[src/sv/brm_pkg.sv]
// Shared types, codes and constants of the banked ROM mapper.
package brm_pkg;
  localparam int unsigned PageW = 6;
  localparam logic [PageW-1:0] PrgPagesRst = 6'd2;
  localparam logic [PageW-1:0] ChrPagesRst = 6'd1;
  localparam int unsigned QueueDepth = 2;

  typedef enum logic [2:0] {
    OP_CPU_RD = 3'd0, OP_CPU_WR = 3'd1, OP_CHR_RD = 3'd2,
    OP_CHR_WR = 3'd3, OP_NT_RD = 3'd4, OP_NT_WR = 3'd5
  } op_t;

  typedef enum logic [2:0] {
    TGT_NONE = 3'd0, TGT_PRG_RAM = 3'd1, TGT_PRG_ROM = 3'd2,
    TGT_CHR_ROM = 3'd3, TGT_NT_RAM = 3'd4
  } tgt_t;

  localparam logic CFG_PRG_PAGES = 1'b0;
  localparam logic CFG_CHR_PAGES = 1'b1;

  // Classified item from the front part. For a banked access, sel is the raw bank
  // number and offset the in-bank address; the back part reduces sel mod banks.
  typedef struct packed {
    tgt_t        target;
    logic        is_chr;
    logic [7:0]  sel;
    logic [18:0] offset;
    logic        mem_write;
    logic [7:0]  mem_data;
    logic        irq_line;
  } cmd_t;
endpackage

[src/sv/brm_front.sv]
// Front part: register file, IRQ counter and classification of each access.
module brm_front import brm_pkg::*; (
  input  logic        clk,
  input  logic        rst_n,
  input  logic        in_valid,
  output logic        in_stall,
  input  logic [2:0]  in_opcode,
  input  logic [15:0] in_bus_address,
  input  logic [7:0]  in_write_byte,
  input  logic [6:0]  prg_banks,
  output logic        cmd_valid,
  input  logic        cmd_ready,
  output cmd_t        cmd
);
  logic [7:0] bank_control_r;
  logic [7:0] bank_table_r [8];
  logic       hmirror_r;
  logic [7:0] latch_r;
  logic       reload_r;
  logic       irq_en_r;
  logic       prev_a12_r;
  logic       irq_held_r;
  logic [7:0] count_r;

  logic       acc;
  logic [15:0] a;
  logic       vid;
  logic       a12;
  logic       edge_up;
  logic [7:0] count_nxt;
  logic       irq_set;
  logic [2:0] which;
  logic [1:0] pslot;
  logic       pmode;
  logic [2:0] cslot;
  logic [7:0] csel;
  logic [7:0] psel;
  logic [6:0] bm1;
  logic [6:0] bm2;

  assign in_stall = !cmd_ready;
  assign acc = in_valid && cmd_ready;
  assign a = in_bus_address;
  assign vid = (in_opcode == OP_CHR_RD) || (in_opcode == OP_CHR_WR) ||
               (in_opcode == OP_NT_RD) || (in_opcode == OP_NT_WR);
  assign a12 = a[12];
  assign edge_up = vid && a12 && !prev_a12_r;
  assign count_nxt = (reload_r || count_r == 8'd0) ? latch_r : count_r - 8'd1;
  assign irq_set = edge_up && count_nxt == 8'd0 && irq_en_r;
  assign which = {a[14:13], a[0]};
  assign bm1 = prg_banks - 7'd1;
  assign bm2 = prg_banks - 7'd2;
  assign pslot = a[14:13];
  assign pmode = bank_control_r[6];
  assign cslot = a[12:10] ^ {bank_control_r[7], 2'b00};

  always_comb begin
    case (pslot)
      2'd0:    psel = pmode ? {1'b0, bm2} : bank_table_r[6];
      2'd1:    psel = bank_table_r[7];
      2'd2:    psel = pmode ? bank_table_r[6] : {1'b0, bm2};
      default: psel = {1'b0, bm1};
    endcase
    if (!cslot[2]) begin
      csel = cslot[0] ? (bank_table_r[{2'b00, cslot[1]}] | 8'h01)
                      : (bank_table_r[{2'b00, cslot[1]}] & 8'hFE);
    end else begin
      csel = bank_table_r[cslot - 3'd2];
    end
  end

  always_comb begin
    cmd = '0;
    cmd.irq_line = irq_held_r;
    case (in_opcode)
      OP_CPU_RD, OP_CPU_WR: begin
        if (a[15:13] == 3'b011) begin
          cmd.target = TGT_PRG_RAM;
          cmd.offset = {6'd0, a[12:0]};
          cmd.mem_write = (in_opcode == OP_CPU_WR);
        end else if (a[15] && in_opcode == OP_CPU_RD) begin
          cmd.target = TGT_PRG_ROM;
          cmd.sel = psel;
          cmd.offset = {6'd0, a[12:0]};
        end
      end
      OP_CHR_RD: begin
        cmd.target = TGT_CHR_ROM;
        cmd.is_chr = 1'b1;
        cmd.sel = csel;
        cmd.offset = {9'd0, a[9:0]};
      end
      OP_NT_RD, OP_NT_WR: begin
        cmd.target = TGT_NT_RAM;
        cmd.offset = hmirror_r ? {8'd0, a[11], a[9:0]} : {8'd0, a[10:0]};
        cmd.mem_write = (in_opcode == OP_NT_WR);
      end
      default: cmd.target = TGT_NONE;
    endcase
    if (cmd.mem_write) cmd.mem_data = in_write_byte;
    if (acc && vid) begin
      if (irq_set) cmd.irq_line = 1'b1;
    end
    if (acc && in_opcode == OP_CPU_WR && a[15]) begin
      if (which == 3'd6) cmd.irq_line = 1'b0;
    end
  end

  assign cmd_valid = in_valid;

  always_ff @(posedge clk) begin
    if (!rst_n) begin
      bank_control_r <= '0;
      for (int i = 0; i < 8; i++) bank_table_r[i] <= '0;
      hmirror_r <= 1'b0;
      latch_r <= '0;
      reload_r <= 1'b0;
      irq_en_r <= 1'b0;
      prev_a12_r <= 1'b0;
      irq_held_r <= 1'b0;
      count_r <= '0;
    end else if (acc) begin
      if (vid) begin
        prev_a12_r <= a12;
        if (edge_up) begin
          count_r <= count_nxt;
          reload_r <= 1'b0;
          if (irq_set) irq_held_r <= 1'b1;
        end
      end
      if (in_opcode == OP_CPU_WR && a[15]) begin
        case (which)
          3'd0: bank_control_r <= in_write_byte;
          3'd1: bank_table_r[bank_control_r[2:0]] <= in_write_byte;
          3'd2: hmirror_r <= in_write_byte[0];
          3'd4: latch_r <= in_write_byte;
          3'd5: reload_r <= 1'b1;
          3'd6: begin
            irq_en_r <= 1'b0;
            irq_held_r <= 1'b0;
          end
          3'd7: irq_en_r <= 1'b1;
          default: ;
        endcase
      end
    end
  end
endmodule

[src/sv/brm_queue.sv]
// Short FIFO of classified items between the front and back parts.
module brm_queue import brm_pkg::*; #(
  parameter int unsigned DEPTH = QueueDepth
) (
  input  logic clk,
  input  logic rst_n,
  input  logic push,
  input  cmd_t push_data,
  output logic full,
  input  logic pop,
  output logic empty,
  output cmd_t head
);
  localparam int unsigned AW = (DEPTH > 1) ? $clog2(DEPTH) : 1;
  cmd_t mem_r [DEPTH];
  logic [AW-1:0] wp_r, rp_r;
  logic [AW:0]   cnt_r;

  assign full = (cnt_r == (AW+1)'(DEPTH));
  assign empty = (cnt_r == '0);
  assign head = mem_r[rp_r];

  always_ff @(posedge clk) begin
    if (push && !full) mem_r[wp_r] <= push_data;
    if (!rst_n) begin
      wp_r <= '0;
      rp_r <= '0;
      cnt_r <= '0;
    end else begin
      if (push && !full) wp_r <= (wp_r == AW'(DEPTH-1)) ? '0 : wp_r + 1'b1;
      if (pop && !empty) rp_r <= (rp_r == AW'(DEPTH-1)) ? '0 : rp_r + 1'b1;
      cnt_r <= cnt_r + (AW+1)'(push && !full) - (AW+1)'(pop && !empty);
    end
  end
endmodule

[src/sv/brm_back.sv]
// Back part: serial bank modulo and output register.
module brm_back import brm_pkg::*; (
  input  logic        clk,
  input  logic        rst_n,
  input  logic        q_empty,
  input  cmd_t        q_head,
  output logic        q_pop,
  input  logic [6:0]  prg_banks,
  input  logic [8:0]  chr_banks,
  output logic        out_valid,
  input  logic        out_stall,
  output logic [2:0]  out_target,
  output logic [18:0] out_mem_address,
  output logic        out_mem_write,
  output logic [7:0]  out_mem_data,
  output logic        out_irq_line
);
  typedef enum logic [1:0] {S_IDLE, S_MOD, S_OUT} state_t;
  state_t state_r;
  cmd_t   cmd_r;
  logic [8:0] rem_r;
  logic [8:0] div_r;
  logic [2:0] step_r;
  logic [8:0] trial;
  logic [8:0] shifted;
  logic [18:0] addr;

  // Restoring modulo: one shifted divisor compare per cycle, 7 down to 0.
  assign shifted = div_r << step_r;
  assign trial = rem_r - shifted;
  assign q_pop = (state_r == S_IDLE) && !q_empty;

  always_comb begin
    addr = '0;
    case (cmd_r.target)
      TGT_PRG_ROM: addr = {rem_r[5:0], cmd_r.offset[12:0]};
      TGT_CHR_ROM: addr = {rem_r[8:0], cmd_r.offset[9:0]};
      default:     addr = cmd_r.offset;
    endcase
  end

  always_ff @(posedge clk) begin
    if (!rst_n) begin
      state_r <= S_IDLE;
      out_valid <= 1'b0;
    end else begin
      case (state_r)
        S_IDLE: if (!q_empty) begin
          cmd_r <= q_head;
          rem_r <= {1'b0, q_head.sel};
          div_r <= q_head.is_chr ? chr_banks : {2'b00, prg_banks};
          step_r <= 3'd7;
          state_r <= (q_head.target == TGT_PRG_ROM || q_head.target == TGT_CHR_ROM)
                     ? S_MOD : S_OUT;
        end
        S_MOD: begin
          if ({3'b000, rem_r} >= ({3'b000, div_r} << step_r)) rem_r <= trial;
          if (step_r == 3'd0) state_r <= S_OUT;
          else step_r <= step_r - 3'd1;
        end
        S_OUT: if (!out_valid || !out_stall) begin
          out_valid <= 1'b1;
          out_target <= cmd_r.target;
          out_mem_address <= addr;
          out_mem_write <= cmd_r.mem_write;
          out_mem_data <= cmd_r.mem_data;
          out_irq_line <= cmd_r.irq_line;
          state_r <= S_IDLE;
        end
        default: state_r <= S_IDLE;
      endcase
      if (out_valid && !out_stall && state_r != S_OUT) out_valid <= 1'b0;
      if (state_r == S_OUT && out_valid && out_stall) out_valid <= 1'b1;
    end
  end
endmodule

[src/sv/banked_rom_mapper_scanline_irq.sv]
// Banked ROM mapper with scanline IRQ: one result item per access item. The front
// part decodes each access and updates registers in the cycle it is taken; a
// two-entry queue feeds the back part, which reduces the bank number modulo the
// bank count with a serial restoring step per cycle. In the back part a banked
// ROM access passes through taking the item, eight modulo steps and loading the
// output register, while any other access skips the modulo steps; the front
// takes a new item each cycle while the queue has room.
module banked_rom_mapper_scanline_irq import brm_pkg::*; #(
  parameter int unsigned QDEPTH = QueueDepth
) (
  input  logic        clk,
  input  logic        rst_n,
  input  logic        in_valid,
  output logic        in_stall,
  input  logic [2:0]  in_opcode,
  input  logic [15:0] in_bus_address,
  input  logic [7:0]  in_write_byte,
  output logic        out_valid,
  input  logic        out_stall,
  output logic [2:0]  out_target,
  output logic [18:0] out_mem_address,
  output logic        out_mem_write,
  output logic [7:0]  out_mem_data,
  output logic        out_irq_line,
  input  logic        cfg_valid,
  output logic        cfg_ready,
  input  logic        cfg_index,
  input  logic [5:0]  cfg_data
);
  logic [PageW-1:0] prg_pages_r, chr_pages_r;
  logic [5:0] prg_cl, chr_cl;
  logic [6:0] prg_banks;
  logic [8:0] chr_banks;
  logic cmd_valid, q_full, q_empty, q_pop;
  cmd_t cmd, q_head;

  assign cfg_ready = 1'b1;
  assign prg_cl = (prg_pages_r == '0) ? 6'd1 : (prg_pages_r > 6'd32 ? 6'd32 : prg_pages_r);
  assign chr_cl = (chr_pages_r == '0) ? 6'd1 : (chr_pages_r > 6'd32 ? 6'd32 : chr_pages_r);
  assign prg_banks = {prg_cl, 1'b0};
  assign chr_banks = {chr_cl, 3'b000};

  always_ff @(posedge clk) begin
    if (!rst_n) begin
      prg_pages_r <= PrgPagesRst;
      chr_pages_r <= ChrPagesRst;
    end else if (cfg_valid) begin
      if (cfg_index == CFG_PRG_PAGES) prg_pages_r <= cfg_data;
      else chr_pages_r <= cfg_data;
    end
  end

  brm_front u_front (
    .clk, .rst_n, .in_valid, .in_stall, .in_opcode, .in_bus_address, .in_write_byte,
    .prg_banks, .cmd_valid, .cmd_ready(!q_full), .cmd
  );

  brm_queue #(.DEPTH(QDEPTH)) u_queue (
    .clk, .rst_n, .push(cmd_valid), .push_data(cmd), .full(q_full),
    .pop(q_pop), .empty(q_empty), .head(q_head)
  );

  brm_back u_back (
    .clk, .rst_n, .q_empty, .q_head, .q_pop, .prg_banks, .chr_banks,
    .out_valid, .out_stall, .out_target, .out_mem_address, .out_mem_write,
    .out_mem_data, .out_irq_line
  );
endmodule

[config.mk]
export PLATFORM = sky130hd
export DESIGN_NAME = banked_rom_mapper_scanline_irq
export DESIGN_NICKNAME = d
export VERILOG_FILES = /design/src/sv/brm_pkg.sv /design/src/sv/brm_front.sv /design/src/sv/brm_queue.sv /design/src/sv/brm_back.sv /design/src/sv/banked_rom_mapper_scanline_irq.sv
export SDC_FILE = /design/constraint.sdc
export NUM_CORES = 1
export LEC_CHECK = 0
export BUFFER_PORTS_ARGS = -buffer_cell sky130_fd_sc_hd__buf_2
export CORE_ASPECT_RATIO = 1.2
export CORE_UTILIZATION = 45
export CTS_CLUSTER_DIAMETER = 100
export DETAILED_ROUTE_END_ITERATION = 16
export PLACE_DENSITY = 0.65
export SYNTH_ARGS = -nofsm -noshare
export SYNTH_HDL_FRONTEND = slang
export SYNTH_SLANG_ARGS = --single-unit
[constraint.sdc]
create_clock -name clk -period 3.8 [get_ports clk]
set_clock_uncertainty 0.15 [all_clocks]
set_input_delay 0.19 -clock clk [delete_from_list [all_inputs] [get_ports clk]]
set_output_delay 0.19 -clock clk [all_outputs]
set_load 0.05 [all_outputs]
==> results.yml <==
sta:
  hold_viol_final: 0
  fin_crit_sh_pct: 80.2
  relSlewSlack_pct: 29.6
  period_minus_slack_ns: 3.05
  max_freq_ghz: 0.328
  fin_hold_ws_ns: 0.0666
  fin_tns_setup_ns: 0
  finalSetupViolCount: 0
  worst_pin_slew_ns: 1.05
  rsz0062_at_grt: "false"
  slew_viol_final: 0
finish:
  syn2layout_area_growth_pct: 15.8
  final_core_util_pct: 53.4
  diodes: 0
  multiInputGateArea_um2: 4010
  nNetsFinal: 1043
  stdcell_count: 1328
  fillers: 2114
  drive_gt1_share_pct: 17.8
  regArea_um2: 7230
cts:
  cts_tree: "built"
  root_buffer: "clkbuf_16"
  path_clk_slew_ns: 0.06
  cts_max_path_buffers: 3
  postCtsSetupBuffers: 0
  cts_buffers: 26
  cts.sinks: 256
  htree_levels: 1
  clk_latency_ns: 0.54
yosys:
  yosysMostFrequentCell: "edfxtp_1"
  yosysWarnings: 0
  yosysUniqueCellTypes: 69
  synth_top_cells_by_count: "210 x edfxtp_1, 82 x and2_1, 74 x nor2_1"
  ys_seq_elements: 256
  syn-cell-area_um2: 11500
  synth_top_cell_by_area: "edfxtp_1"
  synthArstFlopShare_pct: 0
  synth_cells: 894
  ys_seq_area_share_pct: 62.9
  synth_edf_count: 210
  synth_area_leaders: "edfxtp_1 55%, dfxtp_1 8.0%, and2_1 4.5%, mux2i_1 4.3%, mux2_2 3.2%"
  synth_fp_nets: 949
  syn_area_per_cell_um2: 12.9
  yosysTopAreaCellShare_pct: 54.9
  synthFlopType: "edfxtp_1"
placement:
  placed_cells: 1251
  hpwl_um: 16100
  port_buffers: 72
  gp_congestion: 0.859
pwr:
  p_leak_uw: 0.00488
  powerDensity_nw_per_um2: 569
  vdd_drop_max_mv: 0.283
global_route:
  grt-ovfl-total: 0
  grt_usage_pct: 18.3
  grt_max_degree: 38
  grt_pass1_wl_um: 37200
  grt_pass1_vias: 6907
  antenna_found_initial: 0
floorplanning:
  die_y_um: 177
  fp.dieArea_um2: 26200
  ios: 74
  die_x_um: 148
  core_area_um2: 24900
  rows: 63
  initial_core_util_pct: 46.1
critical_path:
  end_kind: "flip-flop"
  critPathLaunchType: "flip-flop"
  slowest_stage: "edfxtp_1"
  cp.required_ns: 3.89
  crit_path_max_fanout: 12
  cp_top_family: "compound AO/OA/AOI/OAI gates"
  crit_chain: "mux2i_1 -> and2_1 -> a21oi_1 -> o21ai_0 -> ha_1 -> a21o_1 -> a21o_1 -> o31a_1 -> o21a_1"
  cpPeakStageDelay_ns: 0.62
  cpMostUsedCell: "a21o_1"
  critPathKind: "flip-flop to flip-flop"
  crit_buf_inv: 0
  crit_arrival_ns: 3.14
detailed_routing:
  detail-route-antenna-nets: 0
  drc_errors: 0
  drt_iter0_drc: 301
  routedWlPerCell_um: 17.7
  vias_per_cell: 5.29
  first_pass_iters: 5
  wirelength_um: 23500
  vias: 7025
run:
  maxCapViolations: 0
status:
  run_status: "finished, final reports clean"
min_path:
  min_path_type: "input port to flip-flop"
## cells by family after synthesis
logic type | after synthesis | synth area share (%)
xor gates and xnor gates | 10 | 0.762
DFF | 256 | 62.9
buffers and inverters | 69 | 2.42
other | 1 | 0.0326
muxes | 90 | 9.07
adders and majority gates | 16 | 1.74
AOI/OAI and AO/OA | 134 | 7.60
and+or+nand+nor | 318 | 15.5
## metal layers
layer | routed length [um] | up-vias | global-route usage (%)
met5 | 0 | - | 0
li1 | - | 3466 | -
met1 | 10100 | 3381 | 22.6
met2 | 12100 | 134 | 33.1
met3 | 751 | 44 | 2.24
met4 | 626 | 0 | 5.88
## path summary, 6_finish.rpt
check | end | slack (ns) | from | cells past startpoint
worst max-delay path | u_back.rem_r[6]$_DFFE_PP_ | 0.75 | u_back.step_r[1]$_SDFFCE_PN1P_ | 9
worst min-delay path | u_queue.wp_r$_SDFFE_PN0P_ | 0.07 | in_valid | 5
worst max register to register | u_back.rem_r[6]$_DFFE_PP_ | 0.75 | u_back.step_r[1]$_SDFFCE_PN1P_ | 9
worst min register to register | u_back.out_mem_data[5]$_DFFE_PP_ | 0.27 | u_back.cmd_r[6]$_DFFE_PP_ | 0
## stage by stage
stage | power [uW] | cell area, um2 | setup slack (ns)
global route | 7910 | 13300 | 0.467
CTS | 7640 | 13300 | 0.743
finish | 7570 | 13300 | 0.751
detailed placement | 5160 | 12100 | 0.750
global placement | 5140 | 12100 | 0.806
floorplan | 4770 | 11500 | 0.828
## where the power goes
group          leakage [uW]  internal [uW]  switching (uW)  total (uW)
sequential          0.00240           3520             191        3710
combinational       0.00208            528             872        1400
clock              0.000397           1420            1040        2450
## registers in the layout (all words and copies together) (netlist names), 2 cells and up, named ones only
| register | count |
|---|---|
| u_queue.mem_r | 70 |
| prg_pages_r | 6 |
| u_back.rem_r | 9 |
| u_front.count_r | 8 |
| chr_pages_r | 6 |
| u_back.out_mem_data | 8 |
| u_back.out_target | 3 |
| u_front.bank_table_r | 62 |
| u_queue.cnt_r | 2 |
| u_back.div_r | 8 |
| u_back.step_r | 3 |
| u_back.cmd_r | 26 |
| u_front.bank_control_r | 5 |
| u_back.state_r | 2 |
| u_front.latch_r | 8 |
| u_back.out_mem_address | 19 |
## final cells by class
cell class                      count  area share (%)
Timing Repair Buffer              113            5.66
Clock buffer                       32            5.14
Clock inverter                     11            1.02
Multi-Input combinational cell    569            30.2
Tap cell                          325            3.06
Sequential cell                   256            54.3
Inverter                           22           0.621
## repair_timing
action / CTS / global route
hold endpoints to repair: 100 / 0
gates resized for setup: 0 / 0
hold buffers: 34 / 0
## layout by cell type, fill, tap and decap left out, drive strengths merged, types with 4 or more instances in the layout
cell type and instances:
a211oi 6, a21o 4, a21oi 33, a31oi 7, and2 82, and3 5, buf 79, clkbuf 32
clkinv 9, dfxtp 46, dlygate4sd3 34, edfxtp 210, ha 16, inv 22, mux2 33, mux2i 49
mux4 8, nand2 49, nand2b 20, nand3 16, nand3b 4, nor2 74, nor2b 14, nor3 18
nor3b 7, nor4 7, nor4b 5, o211ai 4, o21a 13, o21ai 29, o21bai 4, o22ai 7
or3 5, xnor2 5, xor2 5
## worst reg2reg max path, delay by kind of cell, from the launching register on
kind / cells / cell delay [ns]
AO/OA/AOI/OAI: 6 / 1.24
multiplexers: 1 / 0.27
flip-flops: 1 / 0.62
AND/OR/NAND/NOR: 1 / 0.17
adder cells (fa/ha/maj): 1 / 0.32
Power figures use the tool's default switching activity.
